File: src/design/cpc_pkg.sv
package cpc_pkg;

    localparam int CPC_MAX_LEN = 256;

    // config register indexes (paddr[2])
    localparam logic CFG_FOLD_CASE  = 1'b0;
    localparam logic CFG_DICT_ORDER = 1'b1;

    typedef enum logic [2:0] {
        ORD_BEFORE = 3'd0,   // key sorts before entry
        ORD_PREFIX = 3'd1,   // key is a proper prefix of entry
        ORD_EQUAL  = 3'd2,
        ORD_SHORT  = 3'd3,   // entry is a proper prefix of key
        ORD_AFTER  = 3'd4
    } ord_t;

    typedef enum logic [1:0] {
        KIND_NONE = 2'd0,
        KIND_CMP  = 2'd1,
        KIND_END  = 2'd2
    } kind_t;

    // request handed from the front stage to the compare stage
    typedef struct packed {
        kind_t      kind;
        logic [7:0] ch;           // canonical entry byte
        logic       len_reached;  // entry position at or past key length
    } item_t;

    typedef struct packed {
        logic       keep;
        logic [7:0] value;
    } canon_t;

    function automatic canon_t cpc_canon(logic [7:0] c, logic fold, logic dict);
        logic   is_upper;
        logic   is_lower;
        logic   is_digit;
        canon_t r;
        is_upper = (c >= 8'h41) && (c <= 8'h5A);
        is_lower = (c >= 8'h61) && (c <= 8'h7A);
        is_digit = (c >= 8'h30) && (c <= 8'h39);
        r.keep   = !dict || is_upper || is_lower || is_digit || (c == 8'h20) || (c == 8'h09);
        r.value  = (fold && is_upper) ? (c + 8'h20) : c;
        return r;
    endfunction

endpackage

File: src/design/canonical_prefix_compare_unit.sv
// Canonical prefix compare unit.
//
// Input stream (s_*): one byte per request. s_tuser = 0 marks a key byte,
// 1 an entry byte; s_tdata carries the raw byte, and a zero byte ends the
// current key or entry. Key bytes are canonicalized and stored; entry
// bytes are compared against the stored key as they arrive.
// Output stream (m_*): one request per entry, issued for its zero byte,
// giving the five-way order code and the prefix-match flag.
// APB port: register 0 (addr 0) fold_case, register 1 (addr 4) dict_order,
// both reset to 1. New values apply from the next accepted byte.
// Throughput: one byte per cycle while s_tready is high. Each kept nonzero
// byte below the length limit costs one access of the key RAM (a write
// for key bytes, a read for entry bytes). A zero byte is registered in
// the compare stage, and its result then in the output register (m_tvalid).
// Reset: clears counters, key length and compare state; the key RAM is not
// cleared, only positions below the key length are ever compared.
// Stall: the compare stage keeps taking bytes while a result waits in the
// output register; s_tready drops only when a second result is ready behind
// an unaccepted one.
module canonical_prefix_compare_unit #(
    parameter int MAX_LEN = cpc_pkg::CPC_MAX_LEN
) (
    input  logic        aclk,
    input  logic        aresetn,
    // input stream
    input  logic        s_tvalid,
    output logic        s_tready,
    input  logic [7:0]  s_tdata,    // [7:0] ch
    input  logic        s_tuser,    // [0] req_type
    // result stream
    output logic        m_tvalid,
    input  logic        m_tready,
    output logic [7:0]  m_tdata,    // [2:0] order_code, [3] is_match, [7:4] zero
    // APB config
    input  logic        psel,
    input  logic        penable,
    input  logic        pwrite,
    input  logic [2:0]  paddr,
    input  logic [31:0] pwdata,
    output logic [31:0] prdata,
    output logic        pready
);
    import cpc_pkg::*;

    localparam int LEN_W  = $clog2(MAX_LEN + 1);
    localparam int ADDR_W = $clog2(MAX_LEN);
    localparam logic [LEN_W-1:0] LEN_MAX = LEN_W'(MAX_LEN);

    // config registers
    logic fold_case_reg;
    logic dict_order_reg;

    // front stage bookkeeping
    logic [LEN_W-1:0] load_count_reg;
    logic [LEN_W-1:0] key_length_reg;
    logic [LEN_W-1:0] entry_pos_reg;   // kept entry bytes so far (speculative position)

    logic       accept;
    logic       cfg_wr;
    canon_t     canon;
    item_t      item;
    logic       key_wr;
    logic       key_rd;
    logic [7:0] key_byte;

    assign pready = 1'b1;
    assign cfg_wr = psel && penable && pwrite;

    always_ff @(posedge aclk) begin
        if (!aresetn) begin
            fold_case_reg  <= 1'b1;
            dict_order_reg <= 1'b1;
        end else if (cfg_wr) begin
            unique case (paddr[2])
                CFG_FOLD_CASE:  fold_case_reg  <= pwdata[0];
                CFG_DICT_ORDER: dict_order_reg <= pwdata[0];
                default: begin
                end
            endcase
        end
    end

    always_comb begin
        unique case (paddr[2])
            CFG_FOLD_CASE:  prdata = {31'd0, fold_case_reg};
            CFG_DICT_ORDER: prdata = {31'd0, dict_order_reg};
            default:        prdata = '0;
        endcase
    end

    assign accept = s_tvalid && s_tready;
    assign canon  = cpc_canon(s_tdata, fold_case_reg, dict_order_reg);

    // key byte goes straight into the RAM; entry byte reads its key
    // position, assuming all earlier kept bytes matched. Once the order is
    // settled the later reads don't matter.
    assign key_wr = accept && !s_tuser && (s_tdata != 8'd0) && canon.keep
                    && (load_count_reg < LEN_MAX);
    assign key_rd = accept && s_tuser && (s_tdata != 8'd0) && canon.keep
                    && (entry_pos_reg < LEN_MAX);

    always_comb begin
        item.ch          = canon.value;
        item.len_reached = (entry_pos_reg >= key_length_reg);
        if (!s_tuser) begin
            item.kind = KIND_NONE;
        end else if (s_tdata == 8'd0) begin
            item.kind = KIND_END;
        end else if (key_rd) begin
            item.kind = KIND_CMP;
        end else begin
            item.kind = KIND_NONE;
        end
    end

    always_ff @(posedge aclk) begin
        if (!aresetn) begin
            load_count_reg <= '0;
            key_length_reg <= '0;
            entry_pos_reg  <= '0;
        end else if (accept) begin
            if (!s_tuser) begin
                if (s_tdata == 8'd0) begin
                    key_length_reg <= load_count_reg;
                    load_count_reg <= '0;
                end else if (key_wr) begin
                    load_count_reg <= load_count_reg + LEN_W'(1);
                end
            end else begin
                if (s_tdata == 8'd0) begin
                    entry_pos_reg <= '0;
                end else if (key_rd) begin
                    entry_pos_reg <= entry_pos_reg + LEN_W'(1);
                end
            end
        end
    end

    cpc_key_mem #(
        .DEPTH (MAX_LEN)
    ) u_key_mem (
        .aclk    (aclk),
        .wr_en   (key_wr),
        .wr_addr (load_count_reg[ADDR_W-1:0]),
        .wr_data (canon.value),
        .rd_en   (key_rd),
        .rd_addr (entry_pos_reg[ADDR_W-1:0]),
        .rd_data (key_byte)
    );

    cpc_order u_order (
        .aclk     (aclk),
        .aresetn  (aresetn),
        .in_load  (accept),
        .in_item  (item),
        .in_ready (s_tready),
        .key_byte (key_byte),
        .m_tvalid (m_tvalid),
        .m_tready (m_tready),
        .m_tdata  (m_tdata)
    );

    // counters never run past the key RAM
    a_len_bound: assert property (@(posedge aclk) disable iff (!aresetn)
        (load_count_reg <= LEN_MAX) && (entry_pos_reg <= LEN_MAX) && (key_length_reg <= LEN_MAX))
        else $error("key or entry position past MAX_LEN");

    // match flag agrees with the order code
    a_match_flag: assert property (@(posedge aclk) disable iff (!aresetn)
        m_tvalid |-> (m_tdata[3] == ((m_tdata[2:0] == ORD_PREFIX) || (m_tdata[2:0] == ORD_EQUAL))))
        else $error("is_match inconsistent with order_code");

    a_code_range: assert property (@(posedge aclk) disable iff (!aresetn)
        m_tvalid |-> (m_tdata[2:0] <= ORD_AFTER) && (m_tdata[7:4] == 4'd0))
        else $error("order_code out of range");

    // input only backs up behind a waiting result
    a_stall_cause: assert property (@(posedge aclk) disable iff (!aresetn)
        !s_tready |-> (m_tvalid && !m_tready))
        else $error("input stalled without output backpressure");
endmodule

File: src/design/cpc_key_mem.sv
module cpc_key_mem #(
    parameter int DEPTH = 256
) (
    input  logic                     aclk,
    input  logic                     wr_en,
    input  logic [$clog2(DEPTH)-1:0] wr_addr,
    input  logic [7:0]               wr_data,
    input  logic                     rd_en,
    input  logic [$clog2(DEPTH)-1:0] rd_addr,
    output logic [7:0]               rd_data
);
    logic [7:0] mem [DEPTH];
    logic [7:0] rd_data_reg;

    always_ff @(posedge aclk) begin
        if (wr_en) begin
            mem[wr_addr] <= wr_data;
        end
        if (rd_en) begin
            rd_data_reg <= mem[rd_addr];
        end
    end

    assign rd_data = rd_data_reg;
endmodule

File: src/design/cpc_order.sv
module cpc_order (
    input  logic            aclk,
    input  logic            aresetn,
    input  logic            in_load,
    input  cpc_pkg::item_t  in_item,
    output logic            in_ready,
    input  logic [7:0]      key_byte,
    output logic            m_tvalid,
    input  logic            m_tready,
    output logic [7:0]      m_tdata
);
    import cpc_pkg::*;

    item_t      s2_reg;
    logic       decided_reg;
    ord_t       dcode_reg;
    logic       out_valid_reg;
    ord_t       out_code_reg;
    logic       out_match_reg;

    logic       out_free;
    logic       s2_go;
    ord_t       end_code;

    assign out_free = !out_valid_reg || m_tready;
    assign s2_go    = (s2_reg.kind != KIND_END) || out_free;
    assign in_ready = s2_go;

    always_comb begin
        if (decided_reg) begin
            end_code = dcode_reg;
        end else if (s2_reg.len_reached) begin
            end_code = ORD_EQUAL;
        end else begin
            end_code = ORD_SHORT;
        end
    end

    always_ff @(posedge aclk) begin
        if (!aresetn) begin
            s2_reg        <= '0;
            decided_reg   <= 1'b0;
            dcode_reg     <= ORD_BEFORE;
            out_valid_reg <= 1'b0;
        end else begin
            if (s2_go && (s2_reg.kind == KIND_END)) begin
                out_valid_reg <= 1'b1;
            end else if (m_tready) begin
                out_valid_reg <= 1'b0;
            end
            if (s2_go) begin
                unique case (s2_reg.kind)
                    KIND_CMP: begin
                        if (!decided_reg) begin
                            if (s2_reg.len_reached) begin
                                decided_reg <= 1'b1;
                                dcode_reg   <= ORD_PREFIX;
                            end else if (key_byte != s2_reg.ch) begin
                                decided_reg <= 1'b1;
                                dcode_reg   <= ($signed(key_byte) < $signed(s2_reg.ch))
                                               ? ORD_BEFORE : ORD_AFTER;
                            end
                        end
                    end
                    KIND_END: begin
                        out_code_reg  <= end_code;
                        out_match_reg <= (end_code == ORD_PREFIX) || (end_code == ORD_EQUAL);
                        decided_reg   <= 1'b0;
                        dcode_reg     <= ORD_BEFORE;
                    end
                    default: begin
                    end
                endcase
                if (in_load) begin
                    s2_reg <= in_item;
                end else begin
                    s2_reg.kind <= KIND_NONE;
                end
            end
        end
    end

    assign m_tvalid = out_valid_reg;
    assign m_tdata  = {4'b0000, out_match_reg, out_code_reg};
endmodule

File: config.mk
export PLATFORM = sky130hd
export DESIGN_NAME = canonical_prefix_compare_unit
export DESIGN_NICKNAME = d
export VERILOG_FILES = /design/src/design/cpc_pkg.sv /design/src/design/canonical_prefix_compare_unit.sv /design/src/design/cpc_key_mem.sv /design/src/design/cpc_order.sv
export SDC_FILE = /design/constraint.sdc
export NUM_CORES = 2
export LEC_CHECK = 0
export BUFFER_PORTS_ARGS = -buffer_cell sky130_fd_sc_hd__buf_4
export CAP_MARGIN = 0
export CELL_PAD_IN_SITES_DETAIL_PLACEMENT = 1
export CELL_PAD_IN_SITES_GLOBAL_PLACEMENT = 1
export CORE_ASPECT_RATIO = 1.4
export CORE_UTILIZATION = 36
export DETAILED_ROUTE_END_ITERATION = 16
export GPL_TIMING_DRIVEN = 0
export PLACE_DENSITY = 0.66
export SETUP_SLACK_MARGIN = 0.02
export SYNTH_ARGS = -nofsm -noshare
export SYNTH_HDL_FRONTEND = slang
export SYNTH_SLANG_ARGS = --single-unit
File: constraint.sdc
create_clock -name aclk -period 42.5 [get_ports aclk]
set_clock_uncertainty 0.1 [all_clocks]
set_input_delay 4.25 -clock aclk [delete_from_list [all_inputs] [get_ports aclk]]
set_output_delay 4.25 -clock aclk [all_outputs]
set_load 0.01 [all_outputs]
After elaboration in Yosys (flattened, before gate mapping)
Memory sizes are Yosys's and may differ from the RTL's. A register that Yosys moved wholly into a read port is not among the register bits.
Cells that the tools add are included.

storage, ports and cells
  register bits = 49
  bits in writable memories = 2048
  output and inout port bits = 43
  logic and storage cells = 106
  memories kept = 1

operators by class
  add/sub/neg operators = 3
  $lt $le $gt $ge = 10
  equality and inequality tests = 10
  multiplexer cells = 25
  bitwise operators = 2
  reduce and logical (&&, ||, !) cells = 42

memory list
  name           depth  width  rd ports  clocked after memory_dff  write ports  RTL line           RTL
  u_key_mem.mem  256    8      1         1                         1            cpc_key_mem.sv:12  logic [7:0] mem [DEPTH];

operators with widths
  operator                                             number
  one-hot mux 32 bit (2 select lines)                  1
  2-to-1 mux 9 bit                                     4
  adder 9 x 1 -> 9 bit, second input constant          2
  less-than comparator 9 bit, second input constant    2
  >= comparator 8 x 7 -> 1 bit, second input constant  2
  <= comparator 8 x 7 -> 1 bit, second input constant  2
  logical AND 1 bit                                    16
  2-to-1 mux 3 bit                                     5
  AND reduction 3 bit                                  4
  >= comparator 9 bit                                  1
  2-to-1 mux 1 bit                                     9
  adder 8 x 6 -> 8 bit, second input constant          1
  == test 8 x 4 -> 1 bit, second input constant        1
  == test 8 x 6 -> 1 bit, second input constant        1
  >= comparator 8 x 6 -> 1 bit, second input constant  1
  <= comparator 8 x 6 -> 1 bit, second input constant  1
  logical NOT 8 bit                                    1
  logical OR 1 bit                                     8
  less-than comparator 8 bit                           1
  2-to-1 mux 8 bit                                     1
  != test 8 bit                                        1
  AND reduction 2 bit                                  4
  nonzero test 2 bit                                   4
  nonzero test 8 bit                                   1
  other kinds (12)                                     18

Depth between registers and ports, before layout
  depth in word-level cells = 13
  gate-level depth with buffers = 13
  mapped depth without buffers = 11

Hierarchy
From an unflattened synthesis, not the netlist that was laid out.

second synthesis, totals
  cells, all modules = 4093
  area total of the unflattened synthesis = 82704.3 µm²

modules (own cells, without submodules)
  module                         times used  cells each  area an instance (µm²)  sequential area each (µm²)
  cpc_key_mem                    1           3733        79636.4                 61739.2
  canonical_prefix_compare_unit  1           249         2078.2                  580.6
  cpc_order                      1           111         989.7                   420.4

Least setup slack after synthesis
OpenSTA, ideal clock, no wires.

  path type = in2reg
  start point = input s_tdata[6]
  end point = memory u_key_mem.mem[0][6], data pin
  library setup time = 2.197 ns
  data arrival time = 14.802 ns
  data required time = 40.203 ns
  setup slack = 25.401 ns
  cell stages on the path = 5
  buffers on the path = 0
  cells stage by stage = nor2b_1 o21ai_2 nor3_1 nand2_1 o21ai_0

RTL lines
  element      RTL line                             RTL
  from (decl)  canonical_prefix_compare_unit.sv:28  input logic [7:0] s_tdata,
  to (decl)    cpc_key_mem.sv:12

Worst setup path in the final report
  start point = input m_tready
  end point = output s_tready

on the way
  cells in the longest elaborated chain, start to end = 2

RTL lines
  element           RTL line                             RTL
  from (decl)       canonical_prefix_compare_unit.sv:32  input logic m_tready,
  logical OR 1 bit  cpc_order.sv:25                      assign out_free = !out_valid_reg || m_tready;
  logical OR 1 bit  cpc_order.sv:26                      assign s2_go = (s2_reg.kind != KIND_END) || out_free;
  to (decl)         canonical_prefix_compare_unit.sv:27  output logic s_tready,

No other way between the ends.

==> results.txt <==
Post-synthesis sequential area ratio = 0.7540
Arr. time, crit path = 4.84 ns
Final Hold Viols = 0
Die Ht = 570.8 microns
Sink Count = 2104
RSZ-0062 raised after global routing = false
Hold Startpoint = u_order.s2_reg[2]
Core area = 229500 sq um
Slew margin rel. = -0.1383
Worst r2r path cells = 8
Hold Path Depth = 2
Largest net degree at the start of global routing = 146
Final TNS setup = 0 ns
Initial antenna violation count = 25
Post-synth EDFFs = 2060
Critical Path Start Type = input port
Post-Layout Cell Count = 7641
Clk slew on worst S/H paths = 0.06 ns
Most used flip-flop cell after synthesis = edfxtp_1
Worst path max stage delay = 0.27 ns
CTS Buf Count = 190
Layout Nets = 4513
Vias in the first global route = 46750
Kind of critical path = input port to primary output
Crit-path most repeated cell = buf_4
Post-route ant nets = 0
Port Buffers = 23
Layout cells sized above 1 = 0.2298
R2R Path End = u_key_mem.rd_data[5]
Max FFs per register = 2048
Gr ovfl total = 0
Final wirelength = 359.7 mm
Placed insts = 7286
Clock Tree Buf Depth = 4
DP HPWL = 234.9 mm
Crit-path max FO = 4
DR vias/cell = 6.393
Max-slew violations = 85
Worst path slowest cell = nand4bb_1
Worst Hold Class = flip-flop to flip-flop
Initial DRC count = 9012
Peak supply drop = 0.03440 mV
Detailed Routing Iterations Pass 1 = 14
Global-route wire length before repair = 460.3 mm
Fin crit share = 0.2162
GPL Wtd Cong = 1.045
Drt wl/cell = 47.08 microns
DIE AREA = 233100 sq um
Syn Inst Count = 4154
Row cnt = 208
I/O pin cnt = 94
Leakage = 28.45 nW
Post-CTS setup buffers = 0
Synthesized area per cell = 20.03 sq um
Failing checks = capacitance limit, slew limit
Worst-Margin Slew = 1.707 ns
Number of remaining DRC errors = 0
Area Growth Syn to Fin = 13.38%
Number of hold buffers added after CTS = 0
H-tree Lvls = 4
Die span in x = 408.3 microns
Netlist Area Pre-Place = 83200 sq um
Clk_lat worst skew = 0.89 ns
Synthesized flop and latch total = 2104
Chain of cells forming the critical path = buf_4 > nand4bb_1 > buf_4
Fin crit period = 9.188 ns
Finish-stage setup viols = 0
Synth cell types = 81
PostCTS Resize Cnt = 0
Root cell of the clock tree = clkbuf_16
Worst path required time = 38.15 ns
Crit path capture type = primary output
Ys Warns = 0
Beginning of the worst register-to-register path = entry_pos_reg[3]
TritonCTS clock tree = yes
R2R Setup Slk = 35.70 ns
Hold EP = u_order.s2_reg[2]
Ys async rst share = 0
Max Cap Viol = 9
Outcome = complete, but fails checks
P per Cell Area = 44.49 nW/um^2
Initial Util = 0.3625
Max Clock Freq = 0.1088 GHz
Vias = 48850
Total track usage = 0.3039
## cell usage in the layout, fill, tap and decap left out, types with 12 or more instances in the layout
| cell type | n |
|---|---|
| a211oi_1 | 40 |
| a21oi_1 | 105 |
| a221oi_1 | 43 |
| a22o_1 | 14 |
| a22oi_1 | 66 |
| a31oi_1 | 13 |
| buf_12 | 19 |
| buf_16 | 20 |
| buf_2 | 72 |
| buf_4 | 79 |
| buf_6 | 35 |
| buf_8 | 19 |
| bufinv_16 | 20 |
| clkbuf_1 | 86 |
| clkbuf_16 | 194 |
| clkbuf_2 | 42 |
| clkinv_1 | 35 |
| clkinv_2 | 26 |
| conb_1 | 36 |
| dfxtp_1 | 44 |
| diode_2 | 19 |
| edfxtp_1 | 2060 |
| ha_1 | 24 |
| inv_1 | 27 |
| mux2i_1 | 216 |
| mux4_1 | 17 |
| mux4_2 | 418 |
| nand2_1 | 104 |
| nand2b_1 | 16 |
| nand3_1 | 36 |
| nor2_1 | 277 |
| nor2_2 | 45 |
| nor2b_1 | 21 |
| nor3_1 | 25 |
| o21ai_0 | 38 |
| o221ai_1 | 22 |
| o22ai_1 | 31 |
| o31ai_1 | 12 |
## worst max-delay path by stage
stage                     from                    end  cells past startpoint
floorplan           s_tdata[6]    u_key_mem.mem[0][6]                      5
global placement    s_tdata[3]  u_key_mem.mem[158][6]                      6
detailed placement  s_tdata[4]  u_key_mem.mem[175][1]                     11
CTS                   m_tready               s_tready                      3
global route          m_tready               s_tready                      3
finish                m_tready               s_tready                      3
## cells by family after synthesis
family | count (synthesis) | share of synthesized area
buf+inv | 309 | 0.02421
xor+xnor | 2 | 0.0002106
fa+ha+maj | 24 | 0.003609
simple gates | 587 | 0.03241
other cells | 2 | 0.00009026
flops | 2104 | 0.7540
mux | 662 | 0.1460
compound gates | 464 | 0.03944
## synth_stat cells (all sizes together) (8+ instances only)
master / instances / area share
a211oi: 41 / 0.0038
clkbuf: 87 / 0.0039
buf: 192 / 0.019
o221ai: 22 / 0.0023
nand2b: 17 / 0.0013
nor2b: 22 / 0.0017
dfxtp: 44 / 0.011
mux2: 11 / 0.0015
a22oi: 66 / 0.0060
a21o: 9 / 0.00081
a221oi: 47 / 0.0052
and2: 12 / 0.00090
mux4: 435 / 0.12
ha: 24 / 0.0036
o22ai: 31 / 0.0023
and3: 8 / 0.00060
a21oi: 105 / 0.0063
a22o: 14 / 0.0015
inv: 29 / 0.0013
o31ai: 13 / 0.0012
nand2: 109 / 0.0054
nor3: 28 / 0.0018
o21ai: 46 / 0.0028
o2111ai: 8 / 0.00084
mux2i: 216 / 0.026
edfxtp: 2060 / 0.74
nand3: 37 / 0.0023
nor2: 322 / 0.016
a31oi: 15 / 0.0013
o211ai: 11 / 0.00099
## report_power, final
| group | total [mW] | switching (mW) | internal [mW] |
|---|---|---|---|
| sequential | 2.28 | 0.000977 | 2.28 |
| combinational | 0.168 | 0.121 | 0.0467 |
| clock | 1.75 | 0.791 | 0.958 |
## metal layers
metal,vias up,GRT usage,share of wire
li1,17620,-,-
met2,4261,0.4698,0.45
met5,-,0,0.00023
met1,25640,0.3328,0.31
met3,1315,0.09017,0.12
met4,12,0.2936,0.12
## cell type report
class                   count  area (sq um)
diodes                     19         47.55
plain buffers             279          1961
well taps                3045          3810
clock inverters            96          1003
multi-input cells        1775         18640
repair buffers             58          1015
fillers                 21860        135200
flip-flops and latches   2104         62740
clock buffers             235          5009
inverters                  30         112.6
## metrics by stage
stage / util / cell area, sq um / setup WS [ns] / hold slack, ns / total power, mW
final: 0.4110 / 94340 / 33.31 / 0.3564 / 4.197
after global routing: 0.4108 / 94300 / 33.25 / 0.3743 / 4.246
after CTS: 0.4103 / 94180 / 33.31 / 0.3581 / 4.180
after detailed placement: 0.3841 / 88170 / 33.29 / 0.3498 / 2.487
after global placement: 0.3804 / 87320 / 9.278 / 0.3503 / 2.493
after floorplan: - / 83330 / 25.40 / 0.3363 / 2.401
## worst max-delay path, delay by kind of cell
family        cells  cell delay (ns)
simple gates      1             0.27
buf+inv           2             0.32
Note: power is estimated with default switching activity, not from simulation.
